## config.mk

```make
export PLATFORM = sky130hd
export DESIGN_NAME = slp_sqrt
export DESIGN_NICKNAME = d
export VERILOG_FILES = /design/src/slp_pkg.sv /design/src/slp_sqrt.sv
export SDC_FILE = /design/constraint.sdc
export NUM_CORES = 2
export LEC_CHECK = 0
export BUFFER_PORTS_ARGS = -buffer_cell sky130_fd_sc_hd__buf_2
export CORE_UTILIZATION = 45
export CTS_CLUSTER_SIZE = 28
export DETAILED_ROUTE_END_ITERATION = 10
export PLACE_DENSITY_LB_ADDON = 0.2
export RECOVER_POWER = 50
export SYNTH_ARGS = -nofsm -noshare
export SYNTH_HDL_FRONTEND = slang
export SYNTH_SLANG_ARGS = --single-unit
```

## constraint.sdc

```tcl
create_clock -name clk -period 3.5 [get_ports clk]
set_input_delay 0.7 -clock clk [delete_from_list [all_inputs] [get_ports clk]]
set_output_delay 0.7 -clock clk [all_outputs]
set_load 0.01 [all_outputs]
```

## src/slp_pkg.sv

```systemverilog
// shared constants, types and register map for the sellmeier index and slope unit
// no dependencies; imported by every module of the block except slp_dly
package slp_pkg;

	// quotient bits resolved by each divider; larger quotients saturate
	localparam int QW = 61;
	localparam int DIV_LAT = QW + 2;
	localparam int SQRT_LAT = 32;

	// saturation value of every quotient, 2^60
	localparam logic [QW-1:0] TERM_CAP = {1'b1, {(QW-1){1'b0}}};

	// 1.52 in q2.30
	localparam logic [31:0] IDX_DEFAULT = 32'd1632087572;

	// 256e6 = 2^14 * 15625 scales um^2 against (1/16 nm)^2
	localparam logic [27:0] C_SCALE = 28'd256000000;
	localparam logic [13:0] X_SCALE = 14'd15625;

	localparam logic [31:0] B_ONE_RST = 32'd339674312;
	localparam logic [31:0] B_TWO_RST = 32'd3870600;
	localparam logic [31:0] B_THREE_RST = 32'd269302577;
	localparam logic [31:0] C_ONE_RST = 32'd136416;
	localparam logic [31:0] C_TWO_RST = 32'd911512;
	localparam logic [31:0] C_THREE_RST = 32'd1725052911;

	localparam logic [31:0] SLOPE_NEG_SAT = 32'h8000_0000;
	localparam logic [31:0] SLOPE_POS_SAT = 32'h7FFF_FFFF;
	localparam logic [31:0] IDX_SAT = 32'hFFFF_FFFF;

	// register map, word index
	typedef enum logic [2:0] {
		REG_B_ONE   = 3'd0,
		REG_B_TWO   = 3'd1,
		REG_B_THREE = 3'd2,
		REG_C_ONE   = 3'd3,
		REG_C_TWO   = 3'd4,
		REG_C_THREE = 3'd5
	} reg_idx_t;

endpackage

```

## src/slp_sqrt.sv

```systemverilog
// pipelined integer square root of a 64-bit word, one root bit per stage
// depends on slp_pkg for the stage count
module slp_sqrt import slp_pkg::*; (
	input  logic        clk,
	input  logic        en,
	input  logic [63:0] x,
	output logic [31:0] root
);

	logic [34:0] r_s [SQRT_LAT-1];
	logic [63:0] x_s [SQRT_LAT-1];
	logic [31:0] rt_s [SQRT_LAT];

	for (genvar i = 0; i < SQRT_LAT; i++) begin : g_stage
		logic [34:0] pr;
		logic [31:0] prt;
		logic [63:0] px;
		logic [34:0] rn;
		logic [34:0] t;
		logic        ge;

		if (i == 0) begin : g_first
			assign pr = '0;
			assign prt = '0;
			assign px = x;
		end else begin : g_next
			assign pr = r_s[i-1];
			assign prt = rt_s[i-1];
			assign px = x_s[i-1];
		end

		// bring down two bits, try root*4+1
		assign rn = {pr[32:0], px[63:62]};
		assign t = {1'b0, prt, 2'b01};
		assign ge = rn >= t;

		always_ff @(posedge clk) begin
			if (en) begin
				rt_s[i] <= {prt[30:0], ge};
			end
		end

		if (i < SQRT_LAT - 1) begin : g_rem
			always_ff @(posedge clk) begin
				if (en) begin
					r_s[i] <= ge ? (rn - t) : rn;
					x_s[i] <= {px[61:0], 2'b00};
				end
			end
		end
	end

	assign root = rt_s[SQRT_LAT-1];

endmodule

```

==> out/qor.yml <==
routing:
  drtAntennaViolNets: 0
  dr_total_vias: 71480
  wire_per_inst_um: 19.12
  routed_wl_um: 254000
  drc: 0
  route.detailed.vias_per_inst: 5.382
  first_pass_iters: 6
  drtIter0Drc: 5064
setup_path:
  setup.worst_path.start: "r_s[13][35]$_DFFE_PP_"
  reg2reg_from: "r_s[13][35]$_DFFE_PP_"
  end_kind: "flop"
  critPathKind: "reg2reg"
  critPathCapture: "r_s[14][32]$_DFFE_PP_"
  critPathLaunchType: "flop"
  rr_endpoint: "r_s[14][32]$_DFFE_PP_"
  arrival_ns: 3.95
  crit_required_ns: 4.08
  reg2reg_slack_ns: 0.12
  critPathMaxFanout: 10
  reg2regPathDepth: 12
power_and_ir_drop:
  leakage_nw: 50.82
  ir_drop_v: 0.0005572
  total_power_mw: 87.91
  power_density_nw_per_um2: 660.5
global_route:
  grt_pass1_wl_um: 398100
  met2_usage_pct: 32.87
  overflow: 0
  grt_busiest_layer: "met2"
  grt_usage_pct: 19.17
  use_met1_pct: 24.95
  grt_use_met3_pct: 2.262
  antenna_found_initial: 5
  grt_pass1_vias: 70860
  grt_start_max_net_pins: 145
timing:
  fin_crit_sh_pct: 96.51
  final_hold_viol_count: 0
  fin_worst_skew_ns: 0.05288
  tightest_slew_ns: 1.666
  rsz0062_at_grt: "yes"
  setup_tns_ns: 0
  finalWorstSetupSlack_ns: 0.1222
  fin_crit_ns: 3.378
  fmax_mhz: 296.1
  finalSetupViolCount: 0
  drv_slew: 36
  relSlewSlack_pct: -11.05
  hold_ws_ns: 0.1138
run_status:
  violations: "max-capacitance violations, max-slew violations"
  status: "finished, violations left"
place:
  pre_cts_ws_ns: -0.03078
  placed_area_um2: 123800
  dp_hpwl_um: 186000
  port_buffers: 97
  gp_congestion: 0.9078
  dp.cells: 12740
cts:
  insertion_delay_ns: 0.86
  htree_levels: 5
  cts-buffers-inserted: 281
  cts_root_buffer: "clkbuf_16"
  cts_sinks: 2494
  cts_tree: "done"
  clock_path_buffers: 4
  cts.clk_slew.worst_paths_ns: 0.05
floorplan:
  io_pins: 98
  num_rows: 186
  dieWidth_um: 511.1
  core_area_um2: 257200
  fp.dieArea_um2: 261200
  initial_core_util_pct: 45.35
  die_h_um: 511.1
layout:
  final_cells: 13280
  drive_above_1_share_pct: 9.813
  syn_to_final_growth_pct: 14.13
  mostFrequentLayoutCells: "edfxtp_1, inv_1, nand2_1, ha_1, nor2_1"
  postLayoutCellArea_um2: 133100
  layout_commonest_cell: "edfxtp_1"
  layout.nets: 10330
  post-route-util_pct: 51.75
logic_synthesis:
  synthFlopType: "edfxtp_1"
  avgSynthCellArea_um2: 12.82
  synthArstFlopShare_pct: 0
  synth.distinct_cells: 91
  yosys_register_bits: 2494
  syn-num-nets: 9724
  ys_seq_area_share_pct: 64.22
  syn_area_um2: 116600
  syn_inst: 9097
  synth_edf_count: 2494
  yosysWarnings: 0
min_path:
  hold_path.class: "in2reg"
flow_run:
  maxCapViolCount: 1
worst min path at each step:
stage / start / end / slack (ns) / depth (start not counted)
2_1_floorplan: x_s[0][36]$_DFFE_PP_ / x_s[0][100]$_DFFE_PP_ / 0.40 / 0
3_3_place_gp: x_s[0][139]$_DFFE_PP_ / x_s[0][203]$_DFFE_PP_ / 0.40 / 0
3_5_place_dp: x_s[0][74]$_DFFE_PP_ / x_s[0][138]$_DFFE_PP_ / 0.40 / 0
4_1_cts: x[4] / x_s[0][4]$_DFFE_PP_ / 0.02 / 1
5_1_grt: x[4] / x_s[0][4]$_DFFE_PP_ / 0.11 / 1
6_report: x[4] / x_s[0][4]$_DFFE_PP_ / 0.11 / 1
sequential cells by signal, summed over array words and instances, names as in the netlist:
name  count
rt_s    528
x_s     992
r_s     974
critical path: stages, from the launching register on:
cell	delay (ns)
edfxtp_1	0.40
ha_1	0.33
buf_4	0.15
o21ai_0	0.12
o2bb2ai_1	0.24
o21ai_0	0.29
a31oi_1	0.39
a31oi_1	0.20
a31o_2	0.31
a21boi_4	0.21
buf_4	0.20
nor2_1	0.05
mux2_2	0.26
kinds of logic (layout without fill, tap and decap cells):
kind of cell	after synthesis	in the layout	share of synthesized area [%]
adders and majority gates	561	561	6.019
DFF	2494	2494	64.22
muxes	79	79	0.7522
and+or+nand+nor	2375	2375	10.05
AOI/OAI and AO/OA	1890	1890	10.03
buffers and inverters	899	1697	2.921
other	1	3	0.003216
xor gates and xnor gates	798	798	5.994
synth_stat cells (11+ instances only):
cell | instances | area share (%)
edfxtp_1 | 2494 | 64
inv_1 | 704 | 2.3
nand2_1 | 657 | 2.1
ha_1 | 561 | 6.0
a21oi_1 | 558 | 2.4
nor2_1 | 555 | 1.8
o21ai_0 | 526 | 2.3
xnor2_1 | 409 | 3.1
xor2_1 | 389 | 2.9
a21o_1 | 230 | 1.5
nor3_1 | 216 | 0.93
clkbuf_1 | 167 | 0.54
nand3_1 | 136 | 0.58
nand4_1 | 115 | 0.62
nand2b_1 | 110 | 0.59
or3_1 | 107 | 0.57
nor4_1 | 101 | 0.54
nor2b_1 | 98 | 0.53
o21a_1 | 88 | 0.57
mux2_2 | 69 | 0.67
and3_1 | 61 | 0.33
a211oi_1 | 57 | 0.37
o21bai_1 | 56 | 0.36
o31ai_1 | 55 | 0.35
or4_1 | 50 | 0.32
a31oi_1 | 47 | 0.25
o211ai_1 | 39 | 0.25
and2_1 | 31 | 0.17
or2_2 | 27 | 0.14
nand3b_1 | 22 | 0.14
a2111oi_0 | 21 | 0.16
a21boi_0 | 17 | 0.11
nor3b_1 | 17 | 0.11
and4_1 | 15 | 0.11
o2111ai_1 | 15 | 0.11
o41ai_1 | 15 | 0.11
nor4b_1 | 14 | 0.11
o31a_1 | 13 | 0.098
a211o_1 | 12 | 0.090
buf_1 | 12 | 0.039
nand4b_1 | 12 | 0.090
a22oi_1 | 11 | 0.071
a311oi_1 | 11 | 0.083
what timing repair did:
action | in CTS | in global routing
hold buffers | 59 | 0
gates resized for setup | 3 | 49
setup endpoints to repair | 3 | 100
hold endpoints to repair | 59 | 0
gates cloned | 0 | 0
pin swaps | 0 | 2
setup buffers | 0 | 2
metal layers:
metal,vias to the layer above,share of wire (%)
li1,34910,-
met5,-,0
met3,464,4.0
met2,1599,49
met4,0,3.6
met1,34510,44
cell type report:
cell class	count	area (um2)
inverters	707	2654
fillers	21880	124100
clock inverters	144	1414
well taps	3384	4234
flip-flops and latches	2494	74890
diodes	2	5.005
repair buffers	510	3940
clock buffers	336	7345
multi-input cells	5704	38600
power breakdown:
group,switching [mW],internal [mW]
registers,2.69,37.8
logic,11.0,8.22
clock network,11.7,16.5
(Power assumes the default switching activity.)
