<file path="config.mk">
export PLATFORM = sky130hd
export DESIGN_NAME = slp_dly
export DESIGN_NICKNAME = d
export VERILOG_FILES = /design/src/slp_dly.sv
export SDC_FILE = /design/constraint.sdc
export NUM_CORES = 1
export LEC_CHECK = 0
export BUFFER_PORTS_ARGS = -buffer_cell sky130_fd_sc_hd__buf_2
export CORE_ASPECT_RATIO = 0.9
export CORE_MARGIN = 1
export CORE_UTILIZATION = 59
export DETAILED_ROUTE_END_ITERATION = 6
export PLACE_DENSITY = 0.81
export SETUP_SLACK_MARGIN = 0.15
export SLEW_MARGIN = 10
export SYNTH_ARGS = -nofsm -noshare
export SYNTH_HDL_FRONTEND = slang
export SYNTH_SLANG_ARGS = --single-unit
</file>
<file path="constraint.sdc">
create_clock -name clk -period 2.3 [get_ports clk]
set_input_delay 0.46 -clock clk [delete_from_list [all_inputs] [get_ports clk]]
set_output_delay 0.46 -clock clk [all_outputs]
set_load 0.02 [all_outputs]
</file>
<file path="src/slp_dly.sv">
// enabled shift line that carries valid bits and side data next to a pipelined unit
// depends on nothing but its parameters
module slp_dly #(
	parameter int W = 8,
	parameter int DEPTH = 4
) (
	input  logic         clk,
	input  logic         arst_n,
	input  logic         en,
	input  logic [W-1:0] d,
	output logic [W-1:0] q
);

	logic [W-1:0] tap_s [DEPTH];

	// shift on every enabled cycle
	always_ff @(posedge clk or negedge arst_n) begin
		if (!arst_n) begin
			for (int i = 0; i < DEPTH; i++) begin
				tap_s[i] <= '0;
			end
		end else if (en) begin
			tap_s[0] <= d;
			for (int i = 1; i < DEPTH; i++) begin
				tap_s[i] <= tap_s[i-1];
			end
		end
	end

	assign q = tap_s[DEPTH-1];

endmodule

</file>
==> results of run 1 <==
path summary, 6_finish.rpt:
kind / end / slack [ns] / cells past startpoint
setup reg to reg: tap_s[31] / 1.52 / 1
min in group clk: tap_s[24] / 0.36 / 2
max in group asynchronous: tap_s[27] / 1.72 / 1
setup / recovery: q[3] / 0.96 / 1
hold / removal: tap_s[19] / 0.15 / 1
hold reg to reg: q[0] / 0.52 / 1
power by group through the flow:
stage               clock network (mW)  logic, mW  registers, mW
global route                     0.370      0.291          0.729
CTS                              0.342      0.274          0.715
global placement                     0      0.267          0.721
floorplan                            0      0.269          0.708
detailed placement                   0      0.273          0.725
finish                           0.328      0.269          0.714
cells in the mapped netlist:
library cell  count  area (sq um)
buf_4             8          60.1
mux2_2            2          22.5
mux2_4           30           450
buf_12            3          60.1
dfrtp_1          32           801
buf_6             1          11.3
cells in the final DEF (no fill, tap or decap):
master,n
dfrtp_1,32
clkbuf_8,1
clkinv_2,2
buf_2,18
mux2_2,2
buf_12,1
clkbuf_4,5
mux2_4,30
state kept, by name, indices dropped and copies added, names as in the netlist:
signal / cells
q: 8
tap_s: 24
kinds of logic (layout without fill, tap and decap cells):
group | Yosys count | count (layout) | share of synthesized area, %
muxes | 32 | 32 | 33.7
DFF | 32 | 32 | 57.0
buffers and inverters | 12 | 27 | 9.35
through the flow:
step / instances / setup WS (ns) / hold slack (ns)
global route: 118 / 0.901 / 0.204
floorplan: 76 / 1.17 / 0.164
CTS: 118 / 0.940 / 0.164
global placement: 110 / 0.729 / 0.489
detailed placement: 110 / 0.699 / 0.488
finish: 118 / 0.959 / 0.154
per-layer routing:
layer / vias to the layer above / wire length (um) / track usage, %
met3: 5 / 72 / 6.54
met2: 12 / 725 / 23.3
li1: 281 / - / -
met4: 0 / 55 / 15.8
met5: - / 0 / 0
met1: 302 / 850 / 23.0
area by class of cell:
type                       count  area, sq um  area share (%)
multi-input combinational     32          473            32.0
clock inverter                 2         10.0           0.677
sequential                    32          801            54.1
timing repair buffer          19          110            7.45
tap                           27         33.8            2.28
clock buffer                   6         51.3            3.47
==> metrics.txt, run 1 <==
status=finished, final reports clean; TritonCTS clock tree=built; clock latency on the worst-skew pair=0.32 ns; LEAKAGE=0.749 nW; clock skew=0.00229 ns; CP Capture Type=output pin; starting DRC count in detailed routing=2; Die Span Y=48.3 um; Initial Utilization=63.2%; Max Cap Viol=0; Netlist cell types=6; largest net degree at the start of global routing=33; setup violators final=0; die area=2580 sq um; Routed WL per cell=14.4 um; Root Buffer Master=clkbuf_4; global-route wire length before repair=2890 um; CP arrival=0.88 ns; Design Area, Final=1480 sq um; Vias/cell=5.08; total design power=1.31 mW; switching part of the total=26.1%; Clock Power Share=25.0%; Worst-Margin Slew=0.659 ns; CTS Buffer Depth=2; Final Max Tran Viols=0; WL final=1700 um; layout cell share with drive strength beyond 1=64.8%; hpwl dp=1100 um; Worst path top cell family by delay=flip-flops; H-tree depth=2; synthesized cell area=1410 sq um; Psw=0.343 mW; Core Box Area=2220 sq um; Final nets=101; Final Hold Vio Count=0; CP bufs+invs=1; fmax=746 MHz; Post-CTS Hold Buffers=0; Setup CP Type=reg2out; TNS Setup=0 ns; final core utilization=66.6%; Die W=53.4 um; Worst VDD drop=0.534 mV; initial antenna violation count=0; Worst Setup SP=q[3]; min Tclk post-route=1.34 ns; reg2reg start=tap_s[31]; Inserted Clock Buffers=5; crit-path cells=buf_2; register bit total from synthesis=32; Internal=0.969 mW; Seq pwr share=54.5%; Synthesized Nets=87; Site Rows=16; CP startpoint kind=flip-flop; RSZ-0062 raised after global routing=false; sequential area share after synthesis=57.0%; clk slew on worst S/H paths=0.09 ns; Combinational Power Share=20.5%; area grow syn2layout=5.25%; slowest stage delay, CP=0.40 ns; routability congestion estimate from global placement=0.679; post-route ant nets=0; crit path max-delay cell type=dfrtp_1; # fillers=161; CTS resizes=0; critical path fanouts, max=2; total number of vias=600; vias in the first global route=596; Rel. slew slack=56.1%; GR Overflow Total=0; io pins=19; placed cell area=1420 sq um; Global Route Usage Sum=17.7%; diodes inserted=0; Hold WC Path Type=in2async; clock sinks=32; data required time of the worst path=1.84 ns; Setup Buffers After CTS=0; pwr dens=887 nW/um^2; fin crit share=58.3%; synth warn=0; Port Buf Inserts=18; syn_area_per_cell=18.5 sq um; DRC errors left=0; Synth Instances=76; total iterations of the first detailed-routing run=2
Power figures use the tool's default switching activity.
==> run 2, diff against run 1 <==
--- a/config.mk
+++ b/config.mk
@@ -8,9 +8,9 @@
 export BUFFER_PORTS_ARGS = -buffer_cell sky130_fd_sc_hd__buf_2
 export CORE_ASPECT_RATIO = 0.9
 export CORE_MARGIN = 1
-export CORE_UTILIZATION = 59
+export CORE_UTILIZATION = 50
 export DETAILED_ROUTE_END_ITERATION = 6
-export PLACE_DENSITY = 0.81
+export PLACE_DENSITY = 0.74
 export SETUP_SLACK_MARGIN = 0.15
 export SLEW_MARGIN = 10
 export SYNTH_ARGS = -nofsm -noshare
==> constraint.sdc (replaced) <==
create_clock -name clk -period 1.2 [get_ports clk]
set_input_delay 0.24 -clock clk [delete_from_list [all_inputs] [get_ports clk]]
set_output_delay 0.24 -clock clk [all_outputs]
set_load 0.02 [all_outputs]
==> metrics.txt, run 2 (same netlist as run 1, synthesis figures left out) <==
status=finished, final reports clean (unchanged); CP bufs+invs=1 (unchanged); hpwl dp=1270 um (was 1100 um); most frequent cells in the layout=dfrtp_1, mux2_4, buf_2, buf_6, buf_4 (was dfrtp_1, mux2_4, buf_2, clkbuf_4); CP Capture Type=output pin (unchanged); slowest stage delay, CP=0.40 ns (about the same); Site Rows=17 (was 16); Global Route Usage Sum=16.1% (was 17.7%); RSZ-0062 raised after global routing=true (was false); commonest non-fill, non-tap cell in the layout=dfrtp_1 (unchanged); Die Span Y=52.3 um (was 48.3 um); Hold WC Path Type=in2reg (was in2async); GR Overflow Total=0 (unchanged); Worst-Margin Slew=0.347 ns (was 0.659 ns); total iterations of the first detailed-routing run=2 (unchanged); Rel. slew slack=76.9% (was 56.1%); Die W=57.9 um (was 53.4 um); Final nets=112 (was 101); CP startpoint kind=flip-flop (unchanged); CP arrival=0.86 ns (was 0.88 ns); routability congestion estimate from global placement=0.665 (was 0.679); Final Max Tran Viols=0 (unchanged); Inserted Clock Buffers=5 (unchanged); fin crit share=91.9%; reg2reg start=q[4] (was tap_s[31]); min Tclk post-route=1.10 ns; Worst VDD drop=0.816 mV (was 0.534 mV); Place WS=0.152 ns (was 0.699 ns); Worst path top cell family by delay=flip-flops (unchanged); DRC errors left=0 (unchanged); LEAKAGE=0.827 nW (was 0.749 nW); Routed WL per cell=14.9 um (was 14.4 um); H-tree depth=2 (unchanged); Vias/cell=5.02 (was 5.08); Initial Utilization=55.0% (was 63.2%); Root Buffer Master=clkbuf_4 (unchanged); diodes inserted=0 (unchanged); clk slew on worst S/H paths=0.10 ns (was 0.09 ns); WL final=1920 um (was 1700 um); area grow syn2layout=17.0% (was 5.25%); data required time of the worst path=0.96 ns (was 1.84 ns); Final Hold Vio Count=0 (unchanged); post-route ant nets=0 (unchanged); Max Cap Viol=0 (unchanged); clock latency on the worst-skew pair=0.32 ns (about the same); Design Area, Final=1640 sq um (was 1480 sq um); Setup CP Type=reg2out (unchanged); total design power=2.76 mW (was 1.31 mW); crit-path cells=buf_6 (was buf_2); largest net degree at the start of global routing=20 (was 33); clock skew=0.00821 ns (was 0.00229 ns); vias in the first global route=676 (was 596); setup violators final=0 (unchanged); pwr dens=1680 nW/um^2 (was 887 nW/um^2); Worst Setup SP=q[2] (was q[3]); Setup WS post-layout=0.0972 ns (was 0.959 ns); TritonCTS clock tree=built (unchanged); io pins=19 (unchanged); max FFs per register=24 (unchanged); Port Buf Inserts=18 (unchanged); Hold Path Origin=d[6]; fmax=907 MHz; # fillers=189 (was 161); TNS Setup=0 ns (unchanged); starting DRC count in detailed routing=5 (was 2); Core Box Area=2550 sq um (was 2220 sq um); initial antenna violation count=0 (unchanged); global-route wire length before repair=3310 um (was 2890 um); critical path fanouts, max=2 (unchanged); Top reg by flops=tap_s (unchanged); placed cell area=1460 sq um (was 1420 sq um); layout cell share with drive strength beyond 1=67.3% (was 64.8%); total number of vias=647 (was 600); CTS Buffer Depth=2 (unchanged); crit path max-delay cell type=dfrtp_1 (unchanged); die area=3030 sq um (was 2580 sq um); clock sinks=32 (unchanged)
-- run 2: where the power goes --
part / switching (mW) / internal [mW]
clock: 0.333 / 0.332
combinational: 0.231 / 0.482
sequential: 0.117 / 1.26
-- run 2: routing by layer --
metal / share of wire, % / GRT usage, % / vias up
met3: 5.1 / 7.41 / 4
met1: 44 / 18.9 / 328
met4: 2.3 / 9.52 / 0
met2: 49 / 24.1 / 13
li1: - / - / 302
met5: 0 / 0 / -
-- run 2: repair_timing --
item,4_1_cts,5_1_grt
endpoints found under the setup margin,8,8
hold buffers,1,0
resized for setup,16,0
cloned,0,0
setup buffers,6,2
endpoints found under the hold margin,13,0
-- run 2: final cells by class --
type | count | area [sq um] | area share (%)
Sequential cell | 32 | 801 | 48.7
Multi-Input combinational cell | 32 | 473 | 28.8
Timing Repair Buffer | 30 | 270 | 16.4
Clock buffer | 7 | 65.1 | 3.96
Tap cell | 28 | 35.0 | 2.13
-- run 2: worst paths after layout --
check | endpoint | slack [ns] | cells past startpoint
worst min-delay path | tap_s[30] | 0.14 | 2
worst max-delay path | q[2] | 0.1 | 1
min in group asynchronous | tap_s[23] | 0.34 | 2
max in group asynchronous | q[1] | 0.44 | 3
worst max register to register | q[4] | 0.18 | 3
worst min register to register | q[7] | 0.51 | 1
-- run 2: stage by stage --
| stage | hold slack [ns] | std cells | utilization (%) |
|---|---|---|---|
| 6_report | 0.137 | 129 | 64.4 |
| 5_1_grt | 0.119 | 129 | 64.4 |
| 4_1_cts | 0.121 | 127 | 63.8 |
| 3_5_place_dp | 0.168 | 113 | 57.2 |
| 3_3_place_gp | 0.161 | 113 | 57.2 |
| 2_1_floorplan | -0.0556 | 76 | - |
==> run 3, diff against run 2 <==
--- a/config.mk
+++ b/config.mk
@@ -9,8 +9,9 @@
 export CORE_ASPECT_RATIO = 0.9
 export CORE_MARGIN = 1
 export CORE_UTILIZATION = 50
+export CTS_CLUSTER_SIZE = 28
 export DETAILED_ROUTE_END_ITERATION = 6
-export PLACE_DENSITY = 0.74
+export PLACE_DENSITY_LB_ADDON = 0.25
 export SETUP_SLACK_MARGIN = 0.15
 export SLEW_MARGIN = 10
 export SYNTH_ARGS = -nofsm -noshare
==> metrics.txt, run 3 (same netlist as run 1, synthesis figures left out) <==
Site Rows=17 (unchanged); H-tree depth=2 (unchanged); TNS Setup=0 ns (unchanged); # fillers=192 (was 189); crit-path cells=buf_6 (unchanged); routability congestion estimate from global placement=0.661 (was 0.665); CP bufs+invs=1 (unchanged); crit path max-delay cell type=dfrtp_1 (unchanged); Top reg by flops=tap_s (unchanged); clk slew on worst S/H paths=0.10 ns (about the same); clock sinks=32 (unchanged); Port Buf Inserts=18 (unchanged); initial antenna violation count=0 (unchanged); post-route ant nets=0 (unchanged); GR Overflow Total=0 (unchanged); total number of vias=645 (was 647); WL final=1750 um (was 1920 um); data required time of the worst path=0.96 ns (about the same); Worst Setup SP=q[5] (was q[2]); TritonCTS clock tree=built (unchanged); RSZ-0062 raised after global routing=true (unchanged); status=finished, final reports clean (unchanged); fmax=895 MHz (was 907 MHz); Critical Path Sink=q[5] (was q[2]); Worst VDD drop=0.942 mV (was 0.816 mV); Routed WL per cell=13.8 um (was 14.9 um); total iterations of the first detailed-routing run=3 (was 2); Hold WC Path Type=in2reg (unchanged); setup violators final=0 (unchanged); Worst-Margin Slew=0.351 ns (was 0.347 ns); clock latency on the worst-skew pair=0.33 ns (was 0.32 ns); min Tclk post-route=1.12 ns (was 1.10 ns); Global Route Usage Sum=14.3% (was 16.1%); diodes inserted=0 (unchanged); reg2reg setup slack=0.19 ns (was 0.18 ns); reg2reg start=q[0] (was q[4]); Final Max Tran Viols=0 (unchanged); CP Capture Type=output pin (unchanged); Core Box Area=2550 sq um (unchanged); hpwl dp=1090 um (was 1270 um); DRC errors left=0 (unchanged); area grow syn2layout=14.2% (was 17.0%); die area=3030 sq um (unchanged); starting DRC count in detailed routing=5 (unchanged); max FFs per register=24 (unchanged); Setup WS post-layout=0.0825 ns (was 0.0972 ns); Reg-to-Reg End=q[0] (was q[4]); Setup CP Type=reg2out (unchanged); global-route wire length before repair=2960 um (was 3310 um); Final Hold Vio Count=0 (unchanged); Final nets=109 (was 112); commonest non-fill, non-tap cell in the layout=dfrtp_1 (unchanged); vias in the first global route=646 (was 676); Reg2Reg Depth=3 (unchanged); Worst path depth=1 (unchanged); layout cell share with drive strength beyond 1=66.7% (was 67.3%); most frequent cells in the layout=dfrtp_1, mux2_4, buf_2, buf_6, buf_4 (unchanged); slowest stage delay, CP=0.41 ns (was 0.40 ns); Initial Utilization=55.0% (unchanged); Root Buffer Master=clkbuf_4 (unchanged); CP arrival=0.88 ns (was 0.86 ns); Vias/cell=5.08 (was 5.02); CTS Buffer Depth=2 (unchanged); CP startpoint kind=flip-flop (unchanged); Max Cap Viol=0 (unchanged); pwr dens=1670 nW/um^2 (was 1680 nW/um^2); clock skew=0.00969 ns (was 0.00821 ns); Die W=57.9 um (unchanged); Inserted Clock Buffers=5 (unchanged); Rel. slew slack=76.6% (was 76.9%); io pins=19 (unchanged); fin crit share=93.1% (was 91.9%); Worst path top cell family by delay=flip-flops (unchanged); Place WS=0.122 ns (was 0.152 ns); largest net degree at the start of global routing=33 (was 20); LEAKAGE=0.808 nW (was 0.827 nW); critical path fanouts, max=2 (unchanged); final core utilization=62.9% (was 64.4%); Die Span Y=52.3 um (unchanged)
==> run 3: cell types whose count changed in the layout (fill, tap and decap cells not counted), sizes merged <==
cell and change:
buf -3, clkbuf -1, clkinv +2
==> run 3: routing by layer <==
layer  global-route usage, %  wire, um  share of wire [%]  up-vias
li1                        -         -                  -      295
met1                    18.0       854                 49      332
met2                    19.3       783                 45       13
met3                    5.19        71                4.1        5
met4                    11.9        40                2.3        0
met5                       0         0                  0        -
==> run 3: how the worst min path moves through the flow <==
stage	start	endpoint	slack, ns	cells past startpoint
floorplan	arst_n	q[0]	-0.06	0
global placement	arst_n	tap_s[19]	0.16	1
detailed placement	arst_n	tap_s[19]	0.17	1
CTS	d[5]	tap_s[29]	0.12	2
global route	d[5]	tap_s[29]	0.12	2
finish	d[5]	tap_s[29]	0.13	2
==> run 3: per-stage QoR <==
step | instance area (sq um) | power [mW] | instances | hold slack (ns)
finish | 1610 | 2.68 | 127 | 0.133
global route | 1610 | 2.82 | 127 | 0.118
CTS | 1600 | 2.70 | 126 | 0.123
detailed placement | 1440 | 1.92 | 112 | 0.167
global placement | 1440 | 1.90 | 112 | 0.164
floorplan | 1410 | 1.87 | 76 | -0.0556
==> run 3: report_power, final <==
group          internal, mW  total (mW)  switching (mW)
logic                 0.457       0.679           0.222
registers              1.26        1.38           0.115
clock network         0.278       0.622           0.344
total                  2.00        2.68           0.681
==> run 3: layout make-up <==
cell class / count / area, sq um / area share [%]
sequential: 32 / 801 / 49.9
multi-input combinational: 32 / 473 / 29.5
timing repair buffer: 27 / 235 / 14.7
clock buffer: 6 / 51.3 / 3.20
tap: 28 / 35.0 / 2.18
clock inverter: 2 / 10.0 / 0.624
==> run 3: repair_timing <==
| item | CTS | global route |
|---|---|---|
| pin swaps | 0 | 0 |
| endpoints found under the hold margin | 14 | 0 |
| setup buffers | 5 | 1 |
| gates resized for setup | 16 | 0 |
| hold buffers | 1 | 0 |
| setup endpoints to repair | 8 | 8 |
| gates cloned | 0 | 0 |
